<file path="config.mk">
export PLATFORM = sky130hd
export DESIGN_NAME = fan_mode_speed_controller_unit_flat
export DESIGN_NICKNAME = d
export VERILOG_FILES = /design/src/hdl/fmsc_pkg.sv /design/src/hdl/fmsc_intf.sv /design/src/hdl/fmsc_parser.sv /design/src/hdl/fan_mode_speed_controller_unit.sv /design/src/flat_wrapper.sv
export SDC_FILE = /design/constraint.sdc
export NUM_CORES = 1
export LEC_CHECK = 0
export BUFFER_PORTS_ARGS = -buffer_cell sky130_fd_sc_hd__buf_4
export CAP_MARGIN = 20
export CORE_UTILIZATION = 60
export DETAILED_ROUTE_END_ITERATION = 6
export PLACE_DENSITY = 0.9
export SETUP_SLACK_MARGIN = 0.02
export SLEW_MARGIN = 20
export SYNTH_ARGS = -nofsm -noshare
export SYNTH_HDL_FRONTEND = slang
export SYNTH_SLANG_ARGS = --single-unit
</file>
<file path="constraint.sdc">
create_clock -name i_clk -period 4.9 [get_ports i_clk]
set_input_delay 0.98 -clock i_clk [delete_from_list [all_inputs] [get_ports i_clk]]
set_output_delay 0.98 -clock i_clk [all_outputs]
set_load 0.01 [all_outputs]
</file>
<file path="src/hdl/fmsc_pkg.sv">
package fmsc_pkg;

    localparam int SPEED_W    = 13;
    localparam int FULL_SCALE = 4096;
    localparam int POT_Q_W    = 12;
    localparam int TEMP_W     = 12;
    localparam int DIST_W     = 16;
    localparam int STEP_W     = 13;
    localparam int CFG_IDX_W  = 2;
    localparam int CFG_DATA_W = 16;

    // Link packet characters.
    localparam logic [7:0] CH_BANG    = 8'h21;
    localparam logic [7:0] CH_B       = 8'h42;
    localparam logic [7:0] CH_PRESS   = 8'h31;
    localparam logic [7:0] BTN_MOTION = 8'h31;
    localparam logic [7:0] BTN_TEMP   = 8'h32;
    localparam logic [7:0] BTN_MANUAL = 8'h33;
    localparam logic [7:0] BTN_UP     = 8'h35;
    localparam logic [7:0] BTN_DOWN   = 8'h36;
    localparam logic [7:0] BTN_ZERO   = 8'h37;

    typedef enum logic {
        OP_LINK_BYTE = 1'b0,
        OP_TICK      = 1'b1
    } t_opcode;

    typedef enum logic [1:0] {
        MODE_MOTION = 2'd0,
        MODE_TEMP   = 2'd1,
        MODE_MANUAL = 2'd2
    } t_fan_mode;

    typedef enum logic [2:0] {
        PH_IDLE   = 3'd0,
        PH_BANG   = 3'd1,
        PH_CODE   = 3'd2,
        PH_ACTION = 3'd3,
        PH_SUM    = 3'd4
    } t_parse_phase;

    typedef enum logic [2:0] {
        CMD_NONE,
        CMD_MOTION,
        CMD_TEMP,
        CMD_MANUAL,
        CMD_UP,
        CMD_DOWN,
        CMD_ZERO
    } t_cmd_kind;

    typedef enum logic [CFG_IDX_W-1:0] {
        CFG_OFFSET_STEP   = 2'd0,
        CFG_NEAR_LIMIT_MM = 2'd1,
        CFG_HOT_THRESHOLD = 2'd2
    } t_cfg_index;

    localparam logic [STEP_W-1:0] RST_OFFSET_STEP   = 13'd410;
    localparam logic [DIST_W-1:0] RST_NEAR_LIMIT_MM = 16'd500;
    localparam logic [TEMP_W-1:0] RST_HOT_THRESHOLD = 12'd917;

endpackage

</file>
<file path="src/hdl/fmsc_intf.sv">
interface fmsc_req_if #(
    parameter int SAMPLE_BITS = 12
) ();
    logic                   valid;
    logic                   ready;
    logic                   opcode;
    logic [7:0]             rx_byte;
    logic [SAMPLE_BITS-1:0] pot_level;
    logic [11:0]            temp_level;
    logic [15:0]            distance_mm;
    logic                   distance_ok;
    logic                   button_one_n;
    logic                   button_two_n;
    logic                   button_three_n;

    modport source (
        output valid, opcode, rx_byte, pot_level, temp_level, distance_mm,
               distance_ok, button_one_n, button_two_n, button_three_n,
        input  ready
    );
    modport sink (
        input  valid, opcode, rx_byte, pot_level, temp_level, distance_mm,
               distance_ok, button_one_n, button_two_n, button_three_n,
        output ready
    );
endinterface

interface fmsc_rsp_if #(
    parameter int OFFSET_W = 15
) ();
    logic                       valid;
    logic                       ready;
    logic [12:0]                motor_speed;
    logic [1:0]                 fan_mode;
    logic signed [OFFSET_W-1:0] offset_value;

    modport source (
        output valid, motor_speed, fan_mode, offset_value,
        input  ready
    );
    modport sink (
        input  valid, motor_speed, fan_mode, offset_value,
        output ready
    );
endinterface

</file>
<file path="src/hdl/fmsc_parser.sv">
module fmsc_parser
    import fmsc_pkg::*;
(
    input  logic       i_clk,
    input  logic       i_rst_n,
    input  logic       i_byte_valid,
    input  logic [7:0] i_byte,
    output t_cmd_kind  o_cmd
);

    t_parse_phase r_phase;
    t_parse_phase n_phase;
    logic [7:0]   r_code;
    logic [7:0]   r_action;
    logic [7:0]   w_sum;

    // The checksum byte is the complement of the low byte of the packet sum.
    assign w_sum = CH_BANG + CH_B + r_code + r_action;

    always_comb begin
        n_phase = r_phase;
        if (i_byte_valid) begin
            unique case (r_phase)
                PH_BANG:   n_phase = (i_byte == CH_B) ? PH_CODE : PH_IDLE;
                PH_CODE:   n_phase = PH_ACTION;
                PH_ACTION: n_phase = PH_SUM;
                PH_SUM:    n_phase = PH_IDLE;
                default:   n_phase = (i_byte == CH_BANG) ? PH_BANG : PH_IDLE;
            endcase
        end
    end

    always_comb begin
        o_cmd = CMD_NONE;
        if (i_byte_valid && r_phase == PH_SUM && i_byte == ~w_sum
                && r_action == CH_PRESS) begin
            case (r_code)
                BTN_MOTION: o_cmd = CMD_MOTION;
                BTN_TEMP:   o_cmd = CMD_TEMP;
                BTN_MANUAL: o_cmd = CMD_MANUAL;
                BTN_UP:     o_cmd = CMD_UP;
                BTN_DOWN:   o_cmd = CMD_DOWN;
                BTN_ZERO:   o_cmd = CMD_ZERO;
                default:    o_cmd = CMD_NONE;
            endcase
        end
    end

    always_ff @(posedge i_clk) begin
        if (!i_rst_n) begin
            r_phase  <= PH_IDLE;
            r_code   <= 8'd0;
            r_action <= 8'd0;
        end else begin
            r_phase <= n_phase;
            if (i_byte_valid && r_phase == PH_CODE) begin
                r_code <= i_byte;
            end
            if (i_byte_valid && r_phase == PH_ACTION) begin
                r_action <= i_byte;
            end
        end
    end

endmodule

</file>
<file path="src/hdl/fan_mode_speed_controller_unit.sv">
// Channel  | Dir | Handshake    | Payload
// i_req    | in  | valid/ready  | opcode, rx_byte, pot_level, temp_level, distance_mm,
//          |     |              | distance_ok, button_one_n/two_n/three_n
// o_rsp    | out | valid/ready  | motor_speed, fan_mode, offset_value (tick requests only)
// i_cfg_*  | in  | write enable | register index, write data
//
// One request is taken per cycle unless a tick request waits on a held result; a tick result
// passes through the input register, then the result register.
// Reset is synchronous and restores control registers at once, with no clearing pass.
// Data registers are not reset. A held result blocks a tick and all requests after it.

module fan_mode_speed_controller_unit
    import fmsc_pkg::*;
#(
    parameter int SAMPLE_BITS  = 12,
    parameter int OFFSET_LIMIT = 8192
) (
    input  logic                  i_clk,
    input  logic                  i_rst_n,
    fmsc_req_if.sink              i_req,
    fmsc_rsp_if.source            o_rsp,
    input  logic                  i_cfg_we,
    input  logic [CFG_IDX_W-1:0]  i_cfg_idx,
    input  logic [CFG_DATA_W-1:0] i_cfg_data
);

    localparam int OFFSET_W = $clog2(OFFSET_LIMIT) + 2;
    localparam int WIDE_W   = OFFSET_W + 3;

    localparam logic signed [WIDE_W-1:0] LIMIT_WIDE = WIDE_W'(OFFSET_LIMIT);
    localparam logic signed [WIDE_W-1:0] FULL_WIDE  = WIDE_W'(FULL_SCALE);

    function automatic logic signed [OFFSET_W-1:0] sat_offset(
        input logic signed [WIDE_W-1:0] v
    );
        logic signed [WIDE_W-1:0] r;
        r = v;
        if (v > LIMIT_WIDE) begin
            r = LIMIT_WIDE;
        end else if (v < -LIMIT_WIDE) begin
            r = -LIMIT_WIDE;
        end
        return r[OFFSET_W-1:0];
    endfunction

    // Configuration registers
    logic [STEP_W-1:0] r_offset_step;
    logic [DIST_W-1:0] r_near_limit;
    logic [TEMP_W-1:0] r_hot_thr;

    // Input register
    logic                   r_in_valid;
    t_opcode                r_in_op;
    logic [7:0]             r_in_byte;
    logic [SAMPLE_BITS-1:0] r_in_pot;
    logic [TEMP_W-1:0]      r_in_temp;
    logic [DIST_W-1:0]      r_in_dist;
    logic                   r_in_dist_ok;
    logic                   r_in_b1_n;
    logic                   r_in_b2_n;
    logic                   r_in_b3_n;

    // Controller state
    t_fan_mode                  r_mode;
    t_fan_mode                  n_mode;
    logic signed [OFFSET_W-1:0] r_offset;
    logic signed [OFFSET_W-1:0] n_offset;
    logic [SPEED_W-1:0]         r_held;
    logic [SPEED_W-1:0]         n_held;
    logic                       r_hot;
    logic                       n_hot;

    // Result register
    logic                       r_out_valid;
    logic [SPEED_W-1:0]         r_out_speed;
    t_fan_mode                  r_out_mode;
    logic signed [OFFSET_W-1:0] r_out_offset;

    logic                       w_advance;
    logic                       w_tick;
    logic                       w_byte_valid;
    t_cmd_kind                  w_cmd;
    t_fan_mode                  w_tick_mode;
    logic [POT_Q_W-1:0]         w_pot;
    logic signed [WIDE_W-1:0]   w_pot_wide;
    logic signed [WIDE_W-1:0]   w_off_wide;
    logic signed [WIDE_W-1:0]   w_step_wide;
    logic signed [WIDE_W-1:0]   w_sum;
    logic [SPEED_W-1:0]         w_run_speed;
    logic signed [OFFSET_W-1:0] w_run_offset;
    logic [SPEED_W-1:0]         w_speed;

    assign w_tick       = r_in_valid && r_in_op == OP_TICK;
    assign w_advance    = r_in_valid && (r_in_op == OP_LINK_BYTE || !r_out_valid || o_rsp.ready);
    assign w_byte_valid = w_advance && r_in_op == OP_LINK_BYTE;
    assign i_req.ready  = !r_in_valid || w_advance;

    fmsc_parser u_parser (
        .i_clk        (i_clk),
        .i_rst_n      (i_rst_n),
        .i_byte_valid (w_byte_valid),
        .i_byte       (r_in_byte),
        .o_cmd        (w_cmd)
    );

    // Scale the potentiometer sample to Q0.12.
    generate
        if (SAMPLE_BITS >= POT_Q_W) begin : g_pot_down
            assign w_pot = r_in_pot[SAMPLE_BITS-1 -: POT_Q_W];
        end else begin : g_pot_up
            assign w_pot = {r_in_pot, {(POT_Q_W - SAMPLE_BITS){1'b0}}};
        end
    endgenerate

    assign w_pot_wide  = $signed({{(WIDE_W - POT_Q_W){1'b0}}, w_pot});
    assign w_off_wide  = {{(WIDE_W - OFFSET_W){r_offset[OFFSET_W-1]}}, r_offset};
    assign w_step_wide = $signed({{(WIDE_W - STEP_W){1'b0}}, r_offset_step});
    assign w_sum       = w_pot_wide + w_off_wide;

    // Clamp the drive level; overshooting full scale backs the offset off by one step,
    // and undershooting zero pins the offset so that pot plus offset is exactly zero.
    always_comb begin
        w_run_offset = r_offset;
        w_run_speed  = w_sum[SPEED_W-1:0];
        if (w_sum > FULL_WIDE) begin
            w_run_speed  = SPEED_W'(FULL_SCALE);
            w_run_offset = sat_offset(w_off_wide - w_step_wide);
        end else if (w_sum < 0) begin
            w_run_speed  = '0;
            w_run_offset = OFFSET_W'(-w_pot_wide);
        end
    end

    always_comb begin
        if (!r_in_b1_n) begin
            w_tick_mode = MODE_MOTION;
        end else if (!r_in_b2_n) begin
            w_tick_mode = MODE_TEMP;
        end else if (!r_in_b3_n) begin
            w_tick_mode = MODE_MANUAL;
        end else begin
            w_tick_mode = r_mode;
        end
    end

    always_comb begin
        n_mode   = r_mode;
        n_offset = r_offset;
        n_held   = r_held;
        n_hot    = r_hot;
        w_speed  = '0;
        if (w_advance && w_tick) begin
            n_mode = w_tick_mode;
            case (w_tick_mode)
                MODE_MOTION: begin
                    if (!r_in_dist_ok) begin
                        w_speed = r_held;
                    end else if (r_in_dist <= r_near_limit) begin
                        w_speed  = w_run_speed;
                        n_offset = w_run_offset;
                    end
                end
                MODE_TEMP: begin
                    if (r_hot) begin
                        w_speed  = w_run_speed;
                        n_offset = w_run_offset;
                    end
                end
                default: begin
                    w_speed  = w_run_speed;
                    n_offset = w_run_offset;
                end
            endcase
            n_held = w_speed;
            n_hot  = r_in_temp > r_hot_thr;
        end else if (w_byte_valid) begin
            case (w_cmd)
                CMD_MOTION: n_mode   = MODE_MOTION;
                CMD_TEMP:   n_mode   = MODE_TEMP;
                CMD_MANUAL: n_mode   = MODE_MANUAL;
                CMD_UP:     n_offset = sat_offset(w_off_wide + w_step_wide);
                CMD_DOWN:   n_offset = sat_offset(w_off_wide - w_step_wide);
                CMD_ZERO:   n_offset = '0;
                default:    n_offset = r_offset;
            endcase
        end
    end

    always_ff @(posedge i_clk) begin
        if (!i_rst_n) begin
            r_offset_step <= RST_OFFSET_STEP;
            r_near_limit  <= RST_NEAR_LIMIT_MM;
            r_hot_thr     <= RST_HOT_THRESHOLD;
        end else if (i_cfg_we) begin
            unique case (i_cfg_idx)
                CFG_OFFSET_STEP:   r_offset_step <= i_cfg_data[STEP_W-1:0];
                CFG_NEAR_LIMIT_MM: r_near_limit  <= i_cfg_data[DIST_W-1:0];
                CFG_HOT_THRESHOLD: r_hot_thr     <= i_cfg_data[TEMP_W-1:0];
                default: ;
            endcase
        end
    end

    always_ff @(posedge i_clk) begin
        if (!i_rst_n) begin
            r_in_valid  <= 1'b0;
            r_out_valid <= 1'b0;
            r_mode      <= MODE_MANUAL;
            r_offset    <= '0;
            r_held      <= '0;
            r_hot       <= 1'b0;
        end else begin
            if (i_req.valid && i_req.ready) begin
                r_in_valid <= 1'b1;
            end else if (w_advance) begin
                r_in_valid <= 1'b0;
            end
            if (w_advance && w_tick) begin
                r_out_valid <= 1'b1;
            end else if (o_rsp.ready) begin
                r_out_valid <= 1'b0;
            end
            r_mode   <= n_mode;
            r_offset <= n_offset;
            r_held   <= n_held;
            r_hot    <= n_hot;
        end
    end

    always_ff @(posedge i_clk) begin
        if (i_req.valid && i_req.ready) begin
            r_in_op      <= t_opcode'(i_req.opcode);
            r_in_byte    <= i_req.rx_byte;
            r_in_pot     <= i_req.pot_level;
            r_in_temp    <= i_req.temp_level;
            r_in_dist    <= i_req.distance_mm;
            r_in_dist_ok <= i_req.distance_ok;
            r_in_b1_n    <= i_req.button_one_n;
            r_in_b2_n    <= i_req.button_two_n;
            r_in_b3_n    <= i_req.button_three_n;
        end
        if (w_advance && w_tick) begin
            r_out_speed  <= w_speed;
            r_out_mode   <= n_mode;
            r_out_offset <= n_offset;
        end
    end

    assign o_rsp.valid        = r_out_valid;
    assign o_rsp.motor_speed  = r_out_speed;
    assign o_rsp.fan_mode     = r_out_mode;
    assign o_rsp.offset_value = r_out_offset;

endmodule

</file>
<file path="src/flat_wrapper.sv">
// flat-port wrapper written by rule: the top's interface ports become plain ports
module fan_mode_speed_controller_unit_flat import fmsc_pkg::*;
#(
    parameter int SAMPLE_BITS  = 12,
    parameter int OFFSET_LIMIT = 8192
)
  (i_clk, i_rst_n, i_cfg_we, i_cfg_idx, i_cfg_data, i_req_valid, i_req_opcode, i_req_rx_byte, i_req_pot_level, i_req_temp_level, i_req_distance_mm, i_req_distance_ok, i_req_button_one_n, i_req_button_two_n, i_req_button_three_n, i_req_ready, o_rsp_valid, o_rsp_motor_speed, o_rsp_fan_mode, o_rsp_offset_value, o_rsp_ready);
  fmsc_req_if #(.SAMPLE_BITS(SAMPLE_BITS)) i_req_i ();
  fmsc_rsp_if o_rsp_i ();
  input  logic i_clk;
  input  logic i_rst_n;
  input  logic i_cfg_we;
  input  logic [CFG_IDX_W-1:0] i_cfg_idx;
  input  logic [CFG_DATA_W-1:0] i_cfg_data;
  input wire logic [$bits(i_req_i.valid)-1:0] i_req_valid;
  input wire logic [$bits(i_req_i.opcode)-1:0] i_req_opcode;
  input wire logic [$bits(i_req_i.rx_byte)-1:0] i_req_rx_byte;
  input wire logic [$bits(i_req_i.pot_level)-1:0] i_req_pot_level;
  input wire logic [$bits(i_req_i.temp_level)-1:0] i_req_temp_level;
  input wire logic [$bits(i_req_i.distance_mm)-1:0] i_req_distance_mm;
  input wire logic [$bits(i_req_i.distance_ok)-1:0] i_req_distance_ok;
  input wire logic [$bits(i_req_i.button_one_n)-1:0] i_req_button_one_n;
  input wire logic [$bits(i_req_i.button_two_n)-1:0] i_req_button_two_n;
  input wire logic [$bits(i_req_i.button_three_n)-1:0] i_req_button_three_n;
  output wire logic [$bits(i_req_i.ready)-1:0] i_req_ready;
  output wire logic [$bits(o_rsp_i.valid)-1:0] o_rsp_valid;
  output wire logic [$bits(o_rsp_i.motor_speed)-1:0] o_rsp_motor_speed;
  output wire logic [$bits(o_rsp_i.fan_mode)-1:0] o_rsp_fan_mode;
  output wire logic [$bits(o_rsp_i.offset_value)-1:0] o_rsp_offset_value;
  input wire logic [$bits(o_rsp_i.ready)-1:0] o_rsp_ready;
  assign i_req_i.valid = i_req_valid;
  assign i_req_i.opcode = i_req_opcode;
  assign i_req_i.rx_byte = i_req_rx_byte;
  assign i_req_i.pot_level = i_req_pot_level;
  assign i_req_i.temp_level = i_req_temp_level;
  assign i_req_i.distance_mm = i_req_distance_mm;
  assign i_req_i.distance_ok = i_req_distance_ok;
  assign i_req_i.button_one_n = i_req_button_one_n;
  assign i_req_i.button_two_n = i_req_button_two_n;
  assign i_req_i.button_three_n = i_req_button_three_n;
  assign i_req_ready = i_req_i.ready;
  assign o_rsp_valid = o_rsp_i.valid;
  assign o_rsp_motor_speed = o_rsp_i.motor_speed;
  assign o_rsp_fan_mode = o_rsp_i.fan_mode;
  assign o_rsp_offset_value = o_rsp_i.offset_value;
  assign o_rsp_i.ready = o_rsp_ready;
  fan_mode_speed_controller_unit #(.SAMPLE_BITS(SAMPLE_BITS), .OFFSET_LIMIT(OFFSET_LIMIT)) u_core (.i_clk(i_clk), .i_rst_n(i_rst_n), .i_req(i_req_i), .o_rsp(o_rsp_i), .i_cfg_we(i_cfg_we), .i_cfg_idx(i_cfg_idx), .i_cfg_data(i_cfg_data));
endmodule
</file>
Word-level counts from Yosys, hierarchy flattened
Index checks and enable logic that the tools add are counted.

word-level totals
  logic and storage cells = 119
  input port bits = 76
  register bits after elaboration = 176
  output and inout bits = 32

operators by class
  eq/ne operators = 23
  add/subtract/negate cells = 6
  reduce and logical (&&, ||, !) cells = 22
  order comparisons = 8
  bitwise operators = 2
  multiplexer cells = 34

operators by type and width
  kind                                                                                number
  15-bit two-way mux                                                                  11
  13-bit two-way mux                                                                  5
  8-bit by 6-bit equality test with 1-bit output (second input constant)              8
  15-bit one-hot mux with 3 select lines                                              1
  16-bit by 15-bit greater-than comparator with 1-bit output (second input constant)  2
  16-bit by 14-bit < comparator with 1-bit output (second input constant)             2
  15-bit one-hot mux with 2 select lines                                              1
  13-bit one-hot mux with 2 select lines                                              1
  3-bit one-hot mux with 6 select lines                                               1
  13-bit by 15-bit adder with 16-bit output                                           1
  15-bit by 14-bit adder with 16-bit output                                           1
  16-bit by 14-bit greater-than comparator with 1-bit output (second input constant)  1
  16-bit <= comparator                                                                1
  16-bit by 1-bit < comparator with 1-bit output (second input constant)              1
  15-bit by 14-bit subtractor with 16-bit output                                      1
  12-bit negator with 15-bit output                                                   1
  3-bit by 2-bit equality test with 1-bit output (second input constant)              4
  3-bit equality test (second input constant)                                         4
  12-bit greater-than comparator                                                      1
  2-bit two-way mux                                                                   6
  3-bit one-hot mux with 4 select lines                                               1
  1-bit logical AND                                                                   10
  7-bit by 8-bit adder with 8-bit output (first input constant)                       1
  8-bit adder                                                                         1
  15 further kinds                                                                    28

Logic depth before layout (Yosys ltp)
Gate-level depths: netlist (run 1).

  word-level depth = 13
  depth in mapped cells = 18

Hierarchy
Synthesis (run 1) repeated with hierarchy kept, for this count alone.

second synthesis, totals
  cell total of the unflattened synthesis = 1210
  area, all modules = 11113.2 um^2

by module, submodules not included
  module                          area each (um^2)  times used  cells an instance
  fan_mode_speed_controller_unit  9684.3            1           1035
  fmsc_parser                     1428.9            1           175

Worst setup path after synthesis (run 1)
No wires, ideal clock.

  kind = input to register
  from = in o_rsp_ready
  to = reg u_core.r_in_b1_n, enable pin
  slack = 653 ps
  library setup time = 495 ps
  stages = 2
  data arrival time = 3752 ps
  cell sequence = nor2b_1 > a31oi_1

on the way
  word-level cells in the longest chain between the ends = 4

ends and longest elaborated chain
  item                  RTL line                               source
  start, declared       flat_wrapper.sv:30                     input wire logic [$bits(o_rsp_i.ready)-1:0] o_rsp_ready;
  1-bit logical OR      fan_mode_speed_controller_unit.sv:94   assign w_advance = r_in_valid && (r_in_op == OP_LINK_BYTE || !r_out_valid || o_rsp.ready);
  1-bit logical AND     fan_mode_speed_controller_unit.sv:94
  1-bit logical OR      fan_mode_speed_controller_unit.sv:96   assign i_req.ready = !r_in_valid || w_advance;
  1-bit logical AND     fan_mode_speed_controller_unit.sv:231  if (i_req.valid && i_req.ready) begin
  end signal, assigned  fan_mode_speed_controller_unit.sv:238  r_in_b1_n <= i_req.button_one_n;
  end, declared         fan_mode_speed_controller_unit.sv:59   logic r_in_b1_n;

No other way between the ends.
A chain may end at the register's enable or synchronous reset.

Worst setup path after layout (run 1)
  from = reg u_core.r_offset[0]
  to = reg u_core.r_out_offset[4], in the netlist u_core.o_rsp.offset_value[4], data pin

on the way
  word-level cells in the longest chain between the ends = 9
  elaborated cells between the ends (all ways) = 22
  classes of those cells = 3 x add/sub; 6 x order compare; 13 x mux

ends and longest elaborated chain
  item                                             RTL line                                                                      source
  start, declared                                  fan_mode_speed_controller_unit.sv:66                                          logic signed [OFFSET_W-1:0] r_offset;
  start signal, assigned                           fan_mode_speed_controller_unit.sv:224                                         r_offset <= n_offset;
  15-bit by 14-bit subtractor with 16-bit output   fan_mode_speed_controller_unit.sv:127, fan_mode_speed_controller_unit.sv:182
  16-bit by 14-bit < comparator with 1-bit output  fan_mode_speed_controller_unit.sv:40                                          end else if (v < -LIMIT_WIDE) begin
  15-bit two-way mux                               fan_mode_speed_controller_unit.sv:40
  15-bit two-way mux                               fan_mode_speed_controller_unit.sv:38                                          if (v > LIMIT_WIDE) begin
  15-bit two-way mux                               fan_mode_speed_controller_unit.sv:125                                         if (w_sum > FULL_WIDE) begin
  15-bit two-way mux                               fan_mode_speed_controller_unit.sv:158                                         end else if (r_in_dist <= r_near_limit) begin
  15-bit two-way mux                               fan_mode_speed_controller_unit.sv:156                                         if (!r_in_dist_ok) begin
  15-bit one-hot mux with 2 select lines           fan_mode_speed_controller_unit.sv:154                                         case (w_tick_mode)
  15-bit two-way mux *                             fan_mode_speed_controller_unit.sv:152                                         if (w_advance && w_tick) begin
  net u_core.n_offset[4]                           fan_mode_speed_controller_unit.sv:67                                          logic signed [OFFSET_W-1:0] n_offset;
  end signal, assigned                             fan_mode_speed_controller_unit.sv:245                                         r_out_offset <= n_offset;
  end, declared                                    fan_mode_speed_controller_unit.sv:77                                          logic signed [OFFSET_W-1:0] r_out_offset;

Mark *: on every way through the listed nets, which the timed path passes. The rest lies on a longest branch.

==> results of run 1 <==
==> per-stage QoR <==
step | setup WS [ns] | total power [W] | utilization [%] | area, µm² | std cells
6_report | 0.229 | 0.00375 | 70.6 | 12800 | 1576
5_1_grt | 0.0503 | 0.00388 | 70.6 | 12800 | 1576
4_1_cts | 0.357 | 0.00374 | 70.6 | 12800 | 1576
3_5_place_dp | 0.366 | 0.00237 | 67.3 | 12200 | 1544
3_3_place_gp | 0.466 | 0.00235 | 67.3 | 12200 | 1544
2_1_floorplan | 0.653 | 0.00215 | - | 11200 | 1250
==> sequential cells by signal, indices dropped and copies added (netlist names), 2 cells and up <==
signal / cells
u_core.o_rsp.fan_mode: 2
u_core.o_rsp.offset_value: 15
u_core.r_in_temp: 12
u_core.r_in_pot: 12
u_core.r_mode: 2
u_core.u_parser.r_code: 8
u_core.r_held: 13
u_core.r_hot_thr: 12
u_core.r_in_byte: 8
u_core.r_offset: 15
u_core.u_parser.r_phase: 3
u_core.r_offset_step: 13
u_core.r_near_limit: 16
u_core.u_parser.r_action: 8
u_core.r_in_dist: 16
u_core.o_rsp.motor_speed: 13
==> critical path, delay by kind of cell (launching register included) <==
kind	cells	cell delay, ns
compound gates	7	2.64
fa+ha+maj	2	0.58
buf+inv	2	0.19
flops	1	0.39
simple gates	3	0.63
==> kinds of logic after synthesis <==
family          Yosys count
buf+inv                 146
mux                      18
compound gates          351
simple gates            437
flops                   176
fa+ha+maj                85
xor+xnor                 37
==> routing by layer <==
layer	wire, µm	vias to the layer above	track usage (%)
met5	0	-	0
met2	14800	474	55.6
met4	913	0	14.1
met1	12300	4766	38.9
met3	2190	80	5.51
li1	-	4741	-
==> cell usage after synthesis, drive strengths merged (17+ instances only) <==
master,instances
inv,86
nor2,94
o211ai,26
nand2b,17
o21ai,56
dfxtp,93
xnor2,22
mux2i,18
clkbuf,47
nand2,127
nor3,39
a21o,27
nor2b,25
edfxtp,83
nand3,21
ha,81
a211oi,18
and2,27
a21oi,88
==> power breakdown <==
group          internal [W]  switching [W]
sequential          0.00161      0.0000549
combinational      0.000273       0.000422
clock              0.000775       0.000620
==> cell type report <==
type                    count  area (µm²)
multi-input cells         928        6270
fillers                  1378        5330
flip-flops and latches    176        4350
repair buffers            124         931
clock buffers              19         443
inverters                  87         327
well taps                 229         287
clock inverters            13         148
==> path summary, 6_finish.rpt <==
check / start / endpoint / slack [ns]
hold reg to reg: u_core.r_near_limit[10] / u_core.r_near_limit[10] / 0.45
hold / removal: u_core.r_near_limit[10] / u_core.r_near_limit[10] / 0.45
setup / recovery: u_core.r_offset[0] / u_core.o_rsp.offset_value[4] / 0.23
setup reg to reg: u_core.r_offset[0] / u_core.o_rsp.offset_value[4] / 0.23
==> impl_metrics.env, run 1 <==
export IMPL_run_status="complete, but fails checks"
export IMPL_violations="DRC"
export IMPL_fin_nets=1495
export IMPL_static_leakage_power_nw=5.27
export IMPL_number_of_drc_markers_in_iteration_0=1216
export IMPL_ys_types=86
export IMPL_post_synth_instance_area_um2=11200
export IMPL_ir_drop_uv=264
export IMPL_yosys_warnings=0
export IMPL_critical_path_max_stage_delay_ns=0.96
export IMPL_synthesis_instances=1250
export IMPL_drtAntennaViolNets=0
export IMPL_layout_common_cells="sky130_fd_sc_hd__nand2_1, sky130_fd_sc_hd__buf_4, sky130_fd_sc_hd__nor2_1, sky130_fd_sc_hd__dfxtp_1, sky130_fd_sc_hd__a21oi_1"
export IMPL_clock_slew_at_the_register_clock_pins_of_the_worst_setup_and_hold_paths_ns=0.07
export IMPL_synth_fp_nets=1411
export IMPL_synth_xor_area_share_pct=2.90
export IMPL_grt_start_max_net_pins=42
export IMPL_grt_first_pass_wirelength_um=48900
export IMPL_synthToLayoutAreaGrowth_pct=14.1
export IMPL_cts_path_max_buffers=2
export IMPL_antenna_diode_count=0
export IMPL_via_count=10100
export IMPL_pins_over_their_slew_limit=0
export IMPL_number_of_buffers_added_for_setup_after_cts=0
export IMPL_worst_setup_path_type="register to register"
export IMPL_finalSetupViolCount=0
export IMPL_dpl_hpwl_um=22200
export IMPL_clk_insertion_delay_late_ns=0.44
export IMPL_synthArstFlopShare_pct=0
export IMPL_max_cap_viol_count=0
export IMPL_main_combinational_cell_family_by_area_after_synthesis="compound AO/OA/AOI/OAI gates"
export IMPL_timing_critical_path_arrival_ns=4.86
export IMPL_fraction_of_synthesized_area_in_multiplexers_pct=1.61
export IMPL_post_cts_resize_count=0
export IMPL_htreeDepth=4
export IMPL_synth_seq_area_share_pct=38.9
export IMPL_compound_gate_portion_of_the_synthesized_area_pct=22.0
export IMPL_die_area_um2=19200
export IMPL_most_common_library_cell_in_the_layout_ignoring_fill_and_taps="sky130_fd_sc_hd__nand2_1"
export IMPL_via_count_of_the_first_global_routing_pass=9929
export IMPL_detail_route_wl_per_cell_um=19.1
export IMPL_post_route_period_util_pct=95.3
export IMPL_grt_total_usage_pct=32.0
export IMPL_timing_fmax_ghz=0.214
export IMPL_hold_buffers=0
export IMPL_die_width_um=139
export IMPL_hold_path_class="register to register"
export IMPL_rsz_0062_raised_after_global_routing="no"
export IMPL_antenna_found_initial=0
export IMPL_floorplan_core_area_um2=18100
export IMPL_hold_fails_final_rpt=0
export IMPL_fin_crit_ns=4.67
export IMPL_synth_largest_area_cell="sky130_fd_sc_hd__edfxtp_1"
export IMPL_synth_area_top_cells="sky130_fd_sc_hd__edfxtp_1, sky130_fd_sc_hd__dfxtp_1, sky130_fd_sc_hd__ha_1, sky130_fd_sc_hd__nand2_1, sky130_fd_sc_hd__a21oi_1"
export IMPL_numPortBuffers=107
export IMPL_synthSimpleGateAreaFrac_pct=19.6
export IMPL_ys_flop_type="sky130_fd_sc_hd__dfxtp_1"
export IMPL_worst_clock_skew_ns=0.0145
export IMPL_start_util_pct=61.8
export IMPL_grt_ovfl_total=0
export IMPL_detail_route_wirelength_um=30200
export IMPL_yosys_register_bits=176
export IMPL_required_ns=5.09
export IMPL_reg2regPathDepth=14
export IMPL_cts_num_sinks=176
export IMPL_avgViaCountPerCell=6.38
export IMPL_cp_start_kind="register"
export IMPL_ios=108
export IMPL_maxSlewHeadroom_pct=26.5
export IMPL_power_density_nw_per_um2=294
export IMPL_firstDrtPassIters=7
export IMPL_synthAdderAreaFrac_pct=9.78
export IMPL_place_gp_congestion=0.973
export IMPL_fp_row_count=49
export IMPL_drive_above_1_share_pct=13.4
export IMPL_timing_critical_path_slowest_stage_cell="sky130_fd_sc_hd__o311ai_2"
export IMPL_timing_critical_path_to_type="register"
export IMPL_fin_hold_ws_ns=0.455
export IMPL_critical_path_cell_chain="inv_1, ha_1, inv_1, fa_1, a21o_1, a221o_1, a211o_1, a311oi_2, a21oi_1, and3_1, o311ai_2, o21a_1, nor2_1, or3_1"
export IMPL_synth_largest_type_area_fraction_pct=22.3
export IMPL_worstPathMaxFanout=14
export IMPL_holdPathStages=2
export IMPL_finalSetupTns_ns=0
export IMPL_cts_buffers_inserted=17
export IMPL_remaining_drc_errors=12
export IMPL_worst_slew_pin_slew_ns=1.10
export IMPL_critPathMostFrequentCell="sky130_fd_sc_hd__inv_1"
export IMPL_syn_area_per_cell_um2=8.95
export IMPL_root_buffer="sky130_fd_sc_hd__clkbuf_16"
export IMPL_dieHeight_um=139
export IMPL_cts_tree="done"
export IMPL_synth_edf_count=83
Power figures use the tool's default switching activity.
==> run 2, diff against run 1 <==
--- a/config.mk
+++ b/config.mk
@@ -7,9 +7,9 @@
 export LEC_CHECK = 0
 export BUFFER_PORTS_ARGS = -buffer_cell sky130_fd_sc_hd__buf_4
 export CAP_MARGIN = 20
-export CORE_UTILIZATION = 60
+export CORE_UTILIZATION = 65
 export DETAILED_ROUTE_END_ITERATION = 6
-export PLACE_DENSITY = 0.9
+export PLACE_DENSITY = 0.95
 export SETUP_SLACK_MARGIN = 0.02
 export SLEW_MARGIN = 20
 export SYNTH_ARGS = -nofsm -noshare
==> constraint.sdc (replaced) <==
create_clock -name i_clk -period 5.4 [get_ports i_clk]
set_input_delay 1.08 -clock i_clk [delete_from_list [all_inputs] [get_ports i_clk]]
set_output_delay 1.08 -clock i_clk [all_outputs]
set_load 0.01 [all_outputs]
==> run 2 against run 1 <==
  * The run now ends clean
  * Non-clock buffer count decreased by 8
  * Sequential share of layout area rose by 0.15 points
  * Clock skew up 0.0011 ns
  * Count of clock-buffer cells in the layout up 6
  * First-iteration DRC count down 9.5%
  * Clock power shrank 9%
  * Largest cell class unchanged
==> impl_metrics.env, run 2 (same netlist as run 1, synthesis figures left out) <==
export IMPL_run_status="completed"
export IMPL_max_cap_viol_count=0
export IMPL_fillerInstances=1147
export IMPL_die_width_um=133
export IMPL_layout_common_cells="sky130_fd_sc_hd__nand2_1, sky130_fd_sc_hd__buf_4, sky130_fd_sc_hd__nor2_1, sky130_fd_sc_hd__dfxtp_1, sky130_fd_sc_hd__a21oi_1"
export IMPL_critical_path_max_stage_delay_ns=0.94
export IMPL_grt_total_usage_pct=34.9
export IMPL_finalSetupTns_ns=0
export IMPL_required_ns=5.58
export IMPL_worst_clock_skew_ns=0.0156
export IMPL_cp_start_kind="register"
export IMPL_fp_row_count=47
export IMPL_hold_fails_final_rpt=0
export IMPL_critical_path_cell_chain="inv_1, ha_1, inv_1, fa_1, a21o_1, a221o_1, a211o_1, a311oi_2, a21oi_1, and3_1, o311ai_2, nor2b_1, o32ai_1, a22oi_1"
export IMPL_biggestRegsByFlops="u_core.r_in_dist: 16 flops, u_core.r_near_limit: 16 flops"
export IMPL_detail_route_wl_per_cell_um=19.4
export IMPL_via_count_of_the_first_global_routing_pass=10000
export IMPL_timing_critical_path_slowest_stage_cell="sky130_fd_sc_hd__o311ai_2"
export IMPL_ir_drop_uv=254
export IMPL_dieHeight_um=133
export IMPL_maxSlewHeadroom_pct=28.8
export IMPL_timing_fmax_ghz=0.217
export IMPL_worstPathMaxFanout=14
export IMPL_number_of_buffers_added_for_setup_after_cts=0
export IMPL_fin_hold_ws_ns=0.456
export IMPL_numPortBuffers=107
export IMPL_worst_setup_path_type="register to register"
export IMPL_clk_insertion_delay_late_ns=0.46
export IMPL_antenna_found_initial=0
export IMPL_firstDrtPassIters=6
export IMPL_floorplan_core_area_um2=16700
export IMPL_static_leakage_power_nw=5.25
export IMPL_rsz_0062_raised_after_global_routing="no"
export IMPL_cts_buffers_inserted=17
export IMPL_fin_nets=1487
export IMPL_fin_crit_ns=4.61
export IMPL_htreeDepth=4
export IMPL_post_route_period_util_pct=85.3
export IMPL_seq_area_um2=4350
export IMPL_pins_over_their_slew_limit=0
export IMPL_critPathMostFrequentCell="sky130_fd_sc_hd__inv_1"
export IMPL_cts_num_sinks=176
export IMPL_grt_ovfl_total=0
export IMPL_hold_buffers=0
export IMPL_place_gp_congestion=0.964
export IMPL_multi_input_comb_area_um2=6270
export IMPL_dpl_hpwl_um=21800
export IMPL_grt_start_max_net_pins=44
export IMPL_drive_above_1_share_pct=12.7
export IMPL_timing_critical_path_arrival_ns=4.79
export IMPL_drtAntennaViolNets=0
export IMPL_die_area_um2=17700
export IMPL_via_count=10300
export IMPL_worst_slew_pin_slew_ns=1.07
export IMPL_start_util_pct=67.0
export IMPL_grt_first_pass_wirelength_um=48800
export IMPL_antenna_diode_count=0
export IMPL_clock_slew_at_the_register_clock_pins_of_the_worst_setup_and_hold_paths_ns=0.07
export IMPL_avgViaCountPerCell=6.62
export IMPL_ios=108
export IMPL_detail_route_wirelength_um=30300
export IMPL_synthToLayoutAreaGrowth_pct=13.6
export IMPL_cts_path_max_buffers=2
export IMPL_power_density_nw_per_um2=268
export IMPL_cts_tree="done"
export IMPL_number_of_drc_markers_in_iteration_0=1100
export IMPL_remaining_drc_errors=0
export IMPL_most_common_library_cell_in_the_layout_ignoring_fill_and_taps="sky130_fd_sc_hd__nand2_1"
export IMPL_finalSetupViolCount=0
export IMPL_root_buffer="sky130_fd_sc_hd__clkbuf_16"
export IMPL_timing_critical_path_to_type="register"
export IMPL_post_cts_resize_count=0
export IMPL_hold_path_class="register to register"
run 2: worst max-delay path, delay by kind of cell (launching register included):
kind	cells	cell delay, ns
AND/OR/NAND/NOR	2	0.38
AO/OA/AOI/OAI	8	2.84
buffers and inverters	2	0.17
flip-flops	1	0.37
adder cells (fa/ha/maj)	2	0.58
run 2: layout make-up:
class / count / share of cell area [%]
clock inverter: 7 / 0.433
multi-input combinational: 928 / 49.4
clock buffer: 25 / 4.33
inverter: 87 / 2.57
tap: 220 / 2.17
timing repair buffer: 116 / 6.86
sequential: 176 / 34.3
run 2: where the power goes:
| part | internal [W] | switching [W] | total [W] |
|---|---|---|---|
| sequential | 0.00146 | 0.0000507 | 0.00151 |
| combinational | 0.000243 | 0.000383 | 0.000626 |
| clock | 0.000720 | 0.000551 | 0.00127 |
run 2: final timing paths:
path | start | endpoint | slack, ns | cells after the start
setup reg to reg | u_core.r_offset[0] | u_core.o_rsp.offset_value[6] | 0.79 | 14
hold reg to reg | u_core.r_near_limit[15] | u_core.r_near_limit[15] | 0.46 | 2
setup / recovery | u_core.r_offset[0] | u_core.o_rsp.offset_value[6] | 0.79 | 14
hold / removal | u_core.r_near_limit[15] | u_core.r_near_limit[15] | 0.46 | 2
run 2: per-layer routing:
| metal | wire length, µm | track usage [%] | up-vias |
|---|---|---|---|
| li1 | - | - | 4744 |
| met1 | 11600 | 41.8 | 4851 |
| met2 | 14800 | 60.0 | 609 |
| met3 | 2700 | 6.81 | 121 |
| met4 | 1160 | 17.4 | 0 |
| met5 | 0 | 0 | - |
run 2: through the flow:
| stage | total power (W) | utilization [%] | instance area, µm² | cells | worst slack (ns) |
|---|---|---|---|---|---|
| 6_report | 0.00341 | 76.1 | 12700 | 1559 | 0.792 |
| 5_1_grt | 0.00351 | 76.1 | 12700 | 1559 | 0.601 |
| 4_1_cts | 0.00338 | 76.0 | 12700 | 1558 | 0.890 |
| 3_5_place_dp | 0.00214 | 72.4 | 12100 | 1526 | 0.907 |
| 3_3_place_gp | 0.00211 | 72.4 | 12100 | 1526 | 1.00 |
| 2_1_floorplan | 0.00195 | - | 11200 | 1250 | 1.05 |
